$ cat src/sv/i64da_pkg.sv
`timescale 1ns / 1ps

package i64da_pkg;

    localparam int VALUE_W = 64;
    localparam int DIGITS  = 20;
    localparam int BCD_W   = DIGITS * 4;
    localparam int LEN_W   = 5;
    localparam int CHAR_W  = 8;

    localparam logic [CHAR_W-1:0] CHAR_ZERO  = 8'h30;
    localparam logic [CHAR_W-1:0] CHAR_MINUS = 8'h2D;
    localparam logic [CHAR_W-1:0] CHAR_NUL   = 8'h00;

    localparam logic [7:0] BUF_BYTES_RESET = 8'd64;

    // One classified value: sign and magnitude
    typedef struct packed {
        logic               neg;
        logic [VALUE_W-1:0] mag;
    } t_job;

    // One result word
    typedef struct packed {
        logic [CHAR_W-1:0] character;
        logic              last;
        logic [LEN_W-1:0]  length;
        logic              no_room;
    } t_result;

endpackage

$ cat src/sv/int64_to_decimal_ascii_core.sv
`timescale 1ns / 1ps
// Path: a value passes the job queue, the load, 64 shift-add steps and the length scan before
// its first character reaches the result queue; one character per cycle follows while that queue is not full.
// The one-bit-per-cycle binary to decimal converter finishes each value, a text of 1..20 characters
// or a lone word when it does not fit, before it takes the next value.
// Reset: synchronous, active low; empties both queues, idles the converter, buffer size 64.

module int64_to_decimal_ascii_core (
    input  logic                          i_clk,
    input  logic                          i_rst_n,
    input  logic [i64da_pkg::VALUE_W-1:0] i_value,
    input  logic                          push,
    output logic                          full,
    output logic [i64da_pkg::CHAR_W-1:0]  o_character,
    output logic                          o_last,
    output logic [i64da_pkg::LEN_W-1:0]   o_length,
    output logic                          o_no_room,
    output logic                          empty,
    input  logic                          pop,
    input  logic                          i_cfg_valid,
    output logic                          o_cfg_ready,
    input  logic [7:0]                    i_cfg_data
);
    import i64da_pkg::*;

    logic [7:0] r_buffer_bytes;
    t_job       w_job;
    logic       w_job_valid;
    logic       w_job_ready;
    t_result    w_res;
    logic       w_res_valid;
    logic       w_res_full;
    t_result    w_out;

    // Buffer size register
    assign o_cfg_ready = 1'b1;
    always_ff @(posedge i_clk) begin
        if (!i_rst_n) begin
            r_buffer_bytes <= BUF_BYTES_RESET;
        end else if (i_cfg_valid && o_cfg_ready) begin
            r_buffer_bytes <= i_cfg_data;
        end
    end

    i64da_front u_front (
        .i_clk       (i_clk),
        .i_rst_n     (i_rst_n),
        .i_value     (i_value),
        .i_push      (push),
        .o_full      (full),
        .o_job       (w_job),
        .o_job_valid (w_job_valid),
        .i_job_ready (w_job_ready)
    );

    i64da_back u_back (
        .i_clk          (i_clk),
        .i_rst_n        (i_rst_n),
        .i_job          (w_job),
        .i_job_valid    (w_job_valid),
        .o_job_ready    (w_job_ready),
        .i_buffer_bytes (r_buffer_bytes),
        .o_res          (w_res),
        .o_res_valid    (w_res_valid),
        .i_res_full     (w_res_full)
    );

    i64da_outq u_outq (
        .i_clk   (i_clk),
        .i_rst_n (i_rst_n),
        .i_push  (w_res_valid),
        .i_data  (w_res),
        .o_full  (w_res_full),
        .o_empty (empty),
        .o_data  (w_out),
        .i_pop   (pop)
    );

    assign o_character = w_out.character;
    assign o_last      = w_out.last;
    assign o_length    = w_out.length;
    assign o_no_room   = w_out.no_room;

endmodule

$ cat src/sv/i64da_front.sv
`timescale 1ns / 1ps

module i64da_front (
    input  logic                            i_clk,
    input  logic                            i_rst_n,
    input  logic [i64da_pkg::VALUE_W-1:0]   i_value,
    input  logic                            i_push,
    output logic                            o_full,
    output i64da_pkg::t_job                 o_job,
    output logic                            o_job_valid,
    input  logic                            i_job_ready
);
    import i64da_pkg::*;

    t_job       r_q [2];
    logic       r_wr_ptr;
    logic       r_rd_ptr;
    logic [1:0] r_count;
    t_job       w_job_in;
    logic       w_wr;
    logic       w_rd;

    // Classify: sign bit and two's complement magnitude (exact for the most negative value)
    always_comb begin
        w_job_in.neg = i_value[VALUE_W-1];
        w_job_in.mag = i_value[VALUE_W-1] ? (~i_value + 64'd1) : i_value;
    end

    assign o_full      = (r_count == 2'd2);
    assign o_job_valid = (r_count != 2'd0);
    assign o_job       = r_q[r_rd_ptr];
    assign w_wr        = i_push & ~o_full;
    assign w_rd        = o_job_valid & i_job_ready;

    // Two-entry job queue toward the converter
    always_ff @(posedge i_clk) begin
        if (!i_rst_n) begin
            r_wr_ptr <= 1'b0;
            r_rd_ptr <= 1'b0;
            r_count  <= 2'd0;
        end else begin
            if (w_wr) r_wr_ptr <= ~r_wr_ptr;
            if (w_rd) r_rd_ptr <= ~r_rd_ptr;
            case ({w_wr, w_rd})
                2'b10:   r_count <= r_count + 2'd1;
                2'b01:   r_count <= r_count - 2'd1;
                default: r_count <= r_count;
            endcase
        end
    end

    always_ff @(posedge i_clk) begin
        if (w_wr) r_q[r_wr_ptr] <= w_job_in;
    end

endmodule

$ cat src/sv/i64da_back.sv
`timescale 1ns / 1ps

module i64da_back (
    input  logic              i_clk,
    input  logic              i_rst_n,
    input  i64da_pkg::t_job   i_job,
    input  logic              i_job_valid,
    output logic              o_job_ready,
    input  logic [7:0]        i_buffer_bytes,
    output i64da_pkg::t_result o_res,
    output logic              o_res_valid,
    input  logic              i_res_full
);
    import i64da_pkg::*;

    localparam logic [1:0] S_IDLE = 2'd0;
    localparam logic [1:0] S_CONV = 2'd1;
    localparam logic [1:0] S_SCAN = 2'd2;
    localparam logic [1:0] S_EMIT = 2'd3;

    localparam logic [5:0] STEP_LAST = 6'(VALUE_W - 1);

    logic [1:0]         r_state;
    logic               r_neg;
    logic [VALUE_W-1:0] r_bin;
    logic [BCD_W-1:0]   r_bcd;
    logic [5:0]         r_cnt;
    logic [LEN_W-1:0]   r_len;
    logic [LEN_W-1:0]   r_pos;

    logic [BCD_W-1:0]   w_bcd_adj;
    logic [LEN_W-1:0]   w_digits;
    logic [LEN_W-1:0]   w_digit_idx;
    logic [3:0]         w_nib;
    logic               w_no_room;
    logic               w_last;

    // Double dabble: add 3 to every digit at 5 or above before the shift
    always_comb begin
        for (int i = 0; i < DIGITS; i++) begin
            w_bcd_adj[i*4 +: 4] = (r_bcd[i*4 +: 4] >= 4'd5) ? (r_bcd[i*4 +: 4] + 4'd3)
                                                             : r_bcd[i*4 +: 4];
        end
    end

    // Digit count: highest nonzero digit, at least one
    always_comb begin
        w_digits = 5'd1;
        for (int i = 0; i < DIGITS; i++) begin
            if (r_bcd[i*4 +: 4] != 4'd0) w_digits = 5'(i + 1);
        end
    end

    // Digit for the current text position, counted from the least significant end
    assign w_digit_idx = r_len - 5'd1 - r_pos;
    always_comb begin
        w_nib = 4'd0;
        for (int i = 0; i < DIGITS; i++) begin
            if (w_digit_idx == 5'(i)) w_nib = r_bcd[i*4 +: 4];
        end
    end

    assign w_no_room = ({3'b000, r_len} >= i_buffer_bytes);
    assign w_last    = w_no_room | (r_pos == (r_len - 5'd1));

    // Result word
    always_comb begin
        o_res.last    = w_last;
        o_res.no_room = w_no_room;
        o_res.length  = w_no_room ? 5'd0 : r_len;
        if (w_no_room)
            o_res.character = CHAR_NUL;
        else if (r_neg && (r_pos == 5'd0))
            o_res.character = CHAR_MINUS;
        else
            o_res.character = CHAR_ZERO | {4'b0000, w_nib};
    end

    assign o_res_valid = (r_state == S_EMIT);
    assign o_job_ready = (r_state == S_IDLE);

    // Sequencer: load, 64 shift steps, length scan, emit
    always_ff @(posedge i_clk) begin
        if (!i_rst_n) begin
            r_state <= S_IDLE;
        end else begin
            unique case (r_state)
                S_IDLE: if (i_job_valid) r_state <= S_CONV;
                S_CONV: if (r_cnt == STEP_LAST) r_state <= S_SCAN;
                S_SCAN: r_state <= S_EMIT;
                S_EMIT: if (!i_res_full && w_last) r_state <= S_IDLE;
                default: r_state <= S_IDLE;
            endcase
        end
    end

    // Datapath
    always_ff @(posedge i_clk) begin
        unique case (r_state)
            S_IDLE: begin
                r_neg <= i_job.neg;
                r_bin <= i_job.mag;
                r_bcd <= '0;
                r_cnt <= 6'd0;
            end
            S_CONV: begin
                r_bcd <= {w_bcd_adj[BCD_W-2:0], r_bin[VALUE_W-1]};
                r_bin <= {r_bin[VALUE_W-2:0], 1'b0};
                r_cnt <= r_cnt + 6'd1;
            end
            S_SCAN: begin
                r_len <= w_digits + {4'b0000, r_neg};
                r_pos <= 5'd0;
            end
            S_EMIT: begin
                if (!i_res_full) r_pos <= r_pos + 5'd1;
            end
            default: begin
                r_cnt <= r_cnt;
            end
        endcase
    end

endmodule

$ cat src/sv/i64da_outq.sv
`timescale 1ns / 1ps

module i64da_outq (
    input  logic                i_clk,
    input  logic                i_rst_n,
    input  logic                i_push,
    input  i64da_pkg::t_result  i_data,
    output logic                o_full,
    output logic                o_empty,
    output i64da_pkg::t_result  o_data,
    input  logic                i_pop
);
    import i64da_pkg::*;

    t_result    r_q [4];
    logic [1:0] r_wr_ptr;
    logic [1:0] r_rd_ptr;
    logic [2:0] r_count;
    logic       w_wr;
    logic       w_rd;

    assign o_full  = (r_count == 3'd4);
    assign o_empty = (r_count == 3'd0);
    assign o_data  = r_q[r_rd_ptr];
    assign w_wr    = i_push & ~o_full;
    assign w_rd    = i_pop & ~o_empty;

    // Pointers and fill count
    always_ff @(posedge i_clk) begin
        if (!i_rst_n) begin
            r_wr_ptr <= 2'd0;
            r_rd_ptr <= 2'd0;
            r_count  <= 3'd0;
        end else begin
            if (w_wr) r_wr_ptr <= r_wr_ptr + 2'd1;
            if (w_rd) r_rd_ptr <= r_rd_ptr + 2'd1;
            case ({w_wr, w_rd})
                2'b10:   r_count <= r_count + 3'd1;
                2'b01:   r_count <= r_count - 3'd1;
                default: r_count <= r_count;
            endcase
        end
    end

    always_ff @(posedge i_clk) begin
        if (w_wr) r_q[r_wr_ptr] <= i_data;
    end

endmodule

$ cat config.mk
export PLATFORM = sky130hd
export DESIGN_NAME = int64_to_decimal_ascii_core
export DESIGN_NICKNAME = d
export VERILOG_FILES = /design/src/sv/i64da_pkg.sv /design/src/sv/int64_to_decimal_ascii_core.sv /design/src/sv/i64da_front.sv /design/src/sv/i64da_back.sv /design/src/sv/i64da_outq.sv
export SDC_FILE = /design/constraint.sdc
export NUM_CORES = 1
export LEC_CHECK = 0
export BUFFER_PORTS_ARGS = -buffer_cell sky130_fd_sc_hd__buf_2
export CORE_AREA = 2 2 277 279
export CTS_CLUSTER_DIAMETER = 200
export CTS_CLUSTER_SIZE = 25
export DETAILED_ROUTE_END_ITERATION = 8
export DIE_AREA = 0 0 279 281
export REMOVE_ABC_BUFFERS = 1
export SLEW_MARGIN = 30
export SYNTH_ARGS = -nofsm -noshare
export SYNTH_HDL_FRONTEND = slang
export SYNTH_SLANG_ARGS = --single-unit
$ cat constraint.sdc
create_clock -name i_clk -period 4.5 [get_ports i_clk]
set_clock_uncertainty 0.2 [all_clocks]
set_input_delay 0 -clock i_clk [delete_from_list [all_inputs] [get_ports i_clk]]
set_output_delay 0 -clock i_clk [all_outputs]
set_load 0.05 [all_outputs]
# Word level (Yosys, flattened, before mapping)

Memory sizes are Yosys's and may differ from the RTL's. A register that Yosys moved wholly into a read port is not among the register bits.
Index checks and enable logic that the tools add are counted.

Register bits: 182
Bits in latches: 0
Bits in writable memories: 190
Bits in read-only memories: 0
Bits of input ports: 77
Output and inout bits: 18
Logic and storage cells: 229
Memories: 2

Memories:

| memory      | words | width | rd ports | clocked after memory_dff | write ports | line              | text |
|---|---|---|---|---|---|---|---|
| u_front.r_q | 2     | 65    | 1        | 1                        | 1           | i64da_front.sv:15 | `t_job r_q [2];` |
| u_outq.r_q  | 4     | 15    | 1        | 1                        | 1           | i64da_outq.sv:15  | `t_result r_q [4];` |

$add $sub $neg: 32
Multipliers: 0
Div/mod/pow operators: 0
$lt $le $gt $ge: 21
Eq/ne operators: 34
Shift operators: 0
Muxes and demuxes: 82
Bitwise gates (word level): 11
Reduce and logical (&&, ||, !) cells: 33

Operator list:

| operator                                                                            | number |
|---|---|
| 4-bit two-way mux                                                                   | 47 |
| 80-bit one-hot mux with 2 select lines                                              | 1 |
| 64-bit one-hot mux with 2 select lines                                              | 1 |
| 4-bit by 3-bit greater-or-equal comparator with 1-bit output, second input constant | 20 |
| 4-bit by 2-bit adder with 4-bit output, second input constant                       | 19 |
| 4-bit nonzero test                                                                  | 19 |
| 64-bit by 1-bit adder with 64-bit output, second input constant                     | 1 |
| 64-bit two-way mux                                                                  | 1 |
| 64-bit NOT                                                                          | 1 |
| 5-bit by 4-bit equality test with 1-bit output, second input constant               | 8 |
| 5-bit two-way mux                                                                   | 8 |
| 5-bit by 3-bit equality test with 1-bit output, second input constant               | 4 |
| 5-bit equality test, second input constant                                          | 4 |
| 3-bit two-way mux                                                                   | 5 |
| 2-bit two-way mux                                                                   | 7 |
| 6-bit one-hot mux with 2 select lines                                               | 1 |
| 2-bit equality test, second input constant                                          | 5 |
| 5-bit by 2-bit equality test with 1-bit output, second input constant               | 2 |
| 5-bit logical NOT                                                                   | 2 |
| 5-bit one-hot mux with 2 select lines                                               | 1 |
| 2-bit nonzero test                                                                  | 5 |
| 5-bit by 8-bit greater-or-equal comparator with 1-bit output                        | 1 |
| 8-bit two-way mux                                                                   | 1 |
| 2-bit one-hot mux with 4 select lines                                               | 1 |
| other kinds (29)                                                                    | 48 |

# Logic depth before layout (Yosys ltp)

Word-level depth: 25
Depth in mapped cells: 12
Mapped depth without buffers: 12

# Hierarchy

Synthesis repeated with hierarchy kept, for this count alone.

Cells, all modules: 1,520
Area total of the unflattened synthesis: 19,506.2 µm²

By module, submodules not included:

| module                      | times used | cells an instance | area each (µm²) | seq. area each (µm²) |
|---|---|---|---|---|
| i64da_back                  | 1          | 920               | 10,084.7        | 4,874.7 |
| i64da_front                 | 1          | 441               | 6,441.2         | 4,003.8 |
| i64da_outq                  | 1          | 132               | 2,670.1         | 1,981.9 |
| int64_to_decimal_ascii_core | 1          | 27                | 310.3           | 160.2 |

# Least setup slack after synthesis

No wires, ideal clock.

Path kind: flip-flop to flip-flop
Start: register u_front.r_count[0]
End: memory u_front.r_q[0][0] in the netlist's numbering, enable pin
Library setup time: 490 ps
Arrival: 3,346 ps
Data required time: 3,810 ps
Slack: 465 ps
Stages on the path, launching flop included: 4
Period minus slack after synthesis: 4,035 ps
Cells stage by stage: dfxtp_1 -> nand2b_1 -> nand2_1 -> nor2_1

Longest elaborated chain between the ends: 5

Ends and longest elaborated chain:

| element                                 | line              | text |
|---|---|---|
| start: declaration                      | i64da_front.sv:18 | `logic [1:0] r_count;` |
| start signal: assignment                | i64da_front.sv:45 | `2'b10: r_count <= r_count + 2'd1;` |
| start signal: assignment                | i64da_front.sv:46 | `2'b01: r_count <= r_count - 2'd1;` |
| start signal: assignment                | i64da_front.sv:47 | `default: r_count <= r_count;` |
| 2-bit equality test                     | i64da_front.sv:29 | `assign o_full = (r_count == 2'd2);` |
| 1-bit NOT                               | i64da_front.sv:32 | `assign w_wr = i_push & ~o_full;` |
| 1-bit bitwise AND                       | i64da_front.sv:32 |  |
| 1-bit two-way mux                       | i64da_front.sv:53 | `if (w_wr) r_q[r_wr_ptr] <= w_job_in;` |
| 1-bit two-way mux (implied by the code) | i64da_front.sv:53 |  |
| end: declaration                        | i64da_front.sv:15 |  |

No other way between the ends.

==> impl_metrics.env <==
export IMPL_outcome="finished, final reports clean"
export IMPL_cts_hold_buf=121
export IMPL_remaining_drc_errors=0
export IMPL_whs_ps=56.7
export IMPL_drive_above_1_share_pct=10.6
export IMPL_drv_cap=0
export IMPL_dpl_cell_area_um2=20300
export IMPL_cts_root_buf="clkbuf_16"
export IMPL_end_kind="flip-flop"
export IMPL_die_h_um=281
export IMPL_firstDrtPassIters=6
export IMPL_place_hpwl_um=26000
export IMPL_syn_instance_count=1540
export IMPL_tightest_slew_ps=926
export IMPL_synth_edf_count=343
export IMPL_critical_path_required_ps=4570
export IMPL_coreArea_um2=75400
export IMPL_clkTransAtPathRegs_ps=100
export IMPL_async_reset_ff_share_pct=0
export IMPL_grt_antenna_before_repair=1
export IMPL_multiInputGateArea_um2=7500
export IMPL_port_buffers=91
export IMPL_start_util_pct=24.8
export IMPL_place_gp_congestion=0.816
export IMPL_yosys_top_cells_count="edfxtp_1, nand2_1, o21ai_0"
export IMPL_yosysUniqueCellTypes=72
export IMPL_ys_top_cells_by_area="edfxtp_1, mux2i_1, xnor2_1, ha_1, o21ai_0"
export IMPL_leakage_nw=7.58
export IMPL_tritoncts="yes"
export IMPL_synth_mux_area_share_pct=7.35
export IMPL_vias=12210
export IMPL_area_delta_synth_final_pct=17.8
export IMPL_hp_class="input port to flip-flop"
export IMPL_avgSynthCellArea_um2=12.2
export IMPL_rsz0062_at_grt="no"
export IMPL_cts_path_max_buffers=3
export IMPL_insertion_delay_ps=540
export IMPL_peakVddDrop_uv=550
export IMPL_numCtsBuffers=18
export IMPL_grt_max_degree=215
export IMPL_fillers=7508
export IMPL_max_freq_ghz=0.264
export IMPL_grt_usage_pct=9.95
export IMPL_viasPerCell=4.51
export IMPL_fp_dieW_um=279
export IMPL_period_minus_slack_ps=3790
export IMPL_syn_area_um2=18700
export IMPL_yosysMostFrequentCell="edfxtp_1"
export IMPL_ys_ff_latch=367
export IMPL_path_max_fanout=12
export IMPL_synth_top_family_by_area="simple AND/OR/NAND/NOR gates"
export IMPL_synth_top_cell_by_area="edfxtp_1"
export IMPL_htree_num_levels=1
export IMPL_slew_headroom_pct=38.3
export IMPL_final_cell_area_um2=22100
export IMPL_synth_ff_type="edfxtp_1"
export IMPL_grt_pass1_vias=12059
export IMPL_drtIter0Drc=749
export IMPL_dieArea_um2=78400
export IMPL_rows=101
export IMPL_regArea_um2=10800
export IMPL_postCtsResizedCells=0
export IMPL_power_total_mw=12.3
export IMPL_grt_pass1_wl_um=63900
export IMPL_post_cts_buffers=0
export IMPL_drtAntennaViolNets=0
export IMPL_fin_crit_sh_pct=84.2
export IMPL_critPathKind="flip-flop to flip-flop"
export IMPL_power_density_nw_per_um2=557
export IMPL_synth_xor_area_share_pct=5.75
export IMPL_fin_nets=1871
export IMPL_arrival_ps=3860
export IMPL_synth_top_area_share_pct=55.0
export IMPL_routedWlPerCell_um=14.7
export IMPL_report_final_slew_viol_count=0
export IMPL_synth_warnings=0
export IMPL_wirelength_um=39700
export IMPL_hold_viol=0
export IMPL_seq_area_frac_synth_pct=57.5
export IMPL_yosys_area_share_simple_pct=13.0
export IMPL_setup_viol=0
export IMPL_final_util_pct=29.3
export IMPL_cp_start_kind="flip-flop"
export IMPL_synth_compound_area_share_pct=8.99
export IMPL_grt_overflow_total=0
export IMPL_num_io_pins=95
export IMPL_clock_sinks=367
export IMPL_synthAdderAreaFrac_pct=4.69
-- cell families (layout without fill, tap and decap cells) --
logic type               Yosys count  after routing
AND/OR/NAND/NOR                  465            465
flip-flops                       367            367
AO/OA/AOI/OAI                    275            275
buffers and inverters            128            318
other                              2              4
XOR/XNOR                         123            123
adder cells (fa/ha/maj)           69             69
multiplexers                     111            111
-- layer usage --
layer / GRT usage (%) / vias to the layer above / part of all wire (%)
met1: 13.2 / 5941 / 45
met3: 1.34 / 47 / 3.9
li1: - / 5955 / -
met2: 17.1 / 267 / 49
met4: 2.37 / 0 / 2.2
met5: 0 / - / 0
-- where the power goes --
part           leakage, nW  total [mW]  internal, mW  switching, mW
Combinational         3.72        4.72          1.82           2.90
Sequential            3.61        5.74          5.09          0.645
Clock                0.246        1.84         0.784           1.06
-- worst paths after layout --
kind         slack, ps              start                end  cells after the start
max                710    u_back.r_len[0]   u_outq.r_q[2][9]                     11
min                 60         i_value[0]  u_front.r_q[0][0]                      2
max reg2reg        710    u_back.r_len[0]   u_outq.r_q[2][9]                     11
min reg2reg        310  u_back.r_state[1]  u_back.r_state[1]                      2
-- registers in the layout, indices dropped and copies added, names as in the netlist, named ones only --
| signal | flops |
|---|---|
| u_front.r_count | 2 |
| u_front.r_q | 130 |
| u_back.r_neg | 1 |
| u_front.r_wr_ptr | 1 |
| u_front.r_rd_ptr | 1 |
| r_buffer_bytes | 8 |
| u_back.r_pos | 5 |
| u_back.r_bin | 64 |
| u_back.r_len | 5 |
| u_back.r_state | 2 |
| u_back.r_cnt | 6 |
| u_outq.r_wr_ptr | 2 |
| u_outq.r_q | 52 |
| u_outq.r_rd_ptr | 2 |
| u_back.r_bcd | 80 |
| u_outq.r_count | 3 |
-- per-stage QoR --
step	setup TNS [ps]	cells	setup slack, ps
floorplan	-224060	1481	-1490
global placement	0	2561	621
detailed placement	0	2561	421
CTS	0	2708	397
global route	0	2710	369
finish	0	2710	709
-- critical path: stages (launching register included) --
cell and delay, ps:
edfxtp_1 440, inv_1 120, ha_1 190, xor2_1 190, ha_1 330, a21oi_1 150
o21ai_0 190, xnor2_2 550, o211ai_2 350, a211oi_1 260, nor3_1 90, a221oi_1 490
-- placed cells by master (no fill, tap or decap), drive strengths merged, types with 3 or more instances in the layout --
cell type    instances
a211oi               4
a21boi              25
a21o                 4
a21oi               38
a31oi                6
and2                63
and3                 4
buf                103
clkbuf              25
conb                 3
dfxtp               24
dlygate4sd3        121
edfxtp             343
ha                  67
inv                 69
mux2                 3
mux2i               87
mux4                21
nand2              175
nand2b              27
nand3               20
nand4                7
nor2                60
nor2b               15
nor3                23
nor3b               28
nor4                 6
o211ai               4
o21ai              138
o22ai                3
o31ai               22
o41ai                8
or2                  5
or3                 16
or3b                 4
or4                  7
xnor2               96
xor2                27
-- layout make-up --
class                      instances  share of cell area (%)
sequential                       367                    48.9
multi-input combinational       1046                    34.0
timing repair buffer             224                    8.16
tap                              978                    5.54
clock buffer                      25                    2.26
inverter                          68                    1.16
clock inverter                     1                  0.0397
antenna                            1                  0.0113
Power figures use the tool's default switching activity.
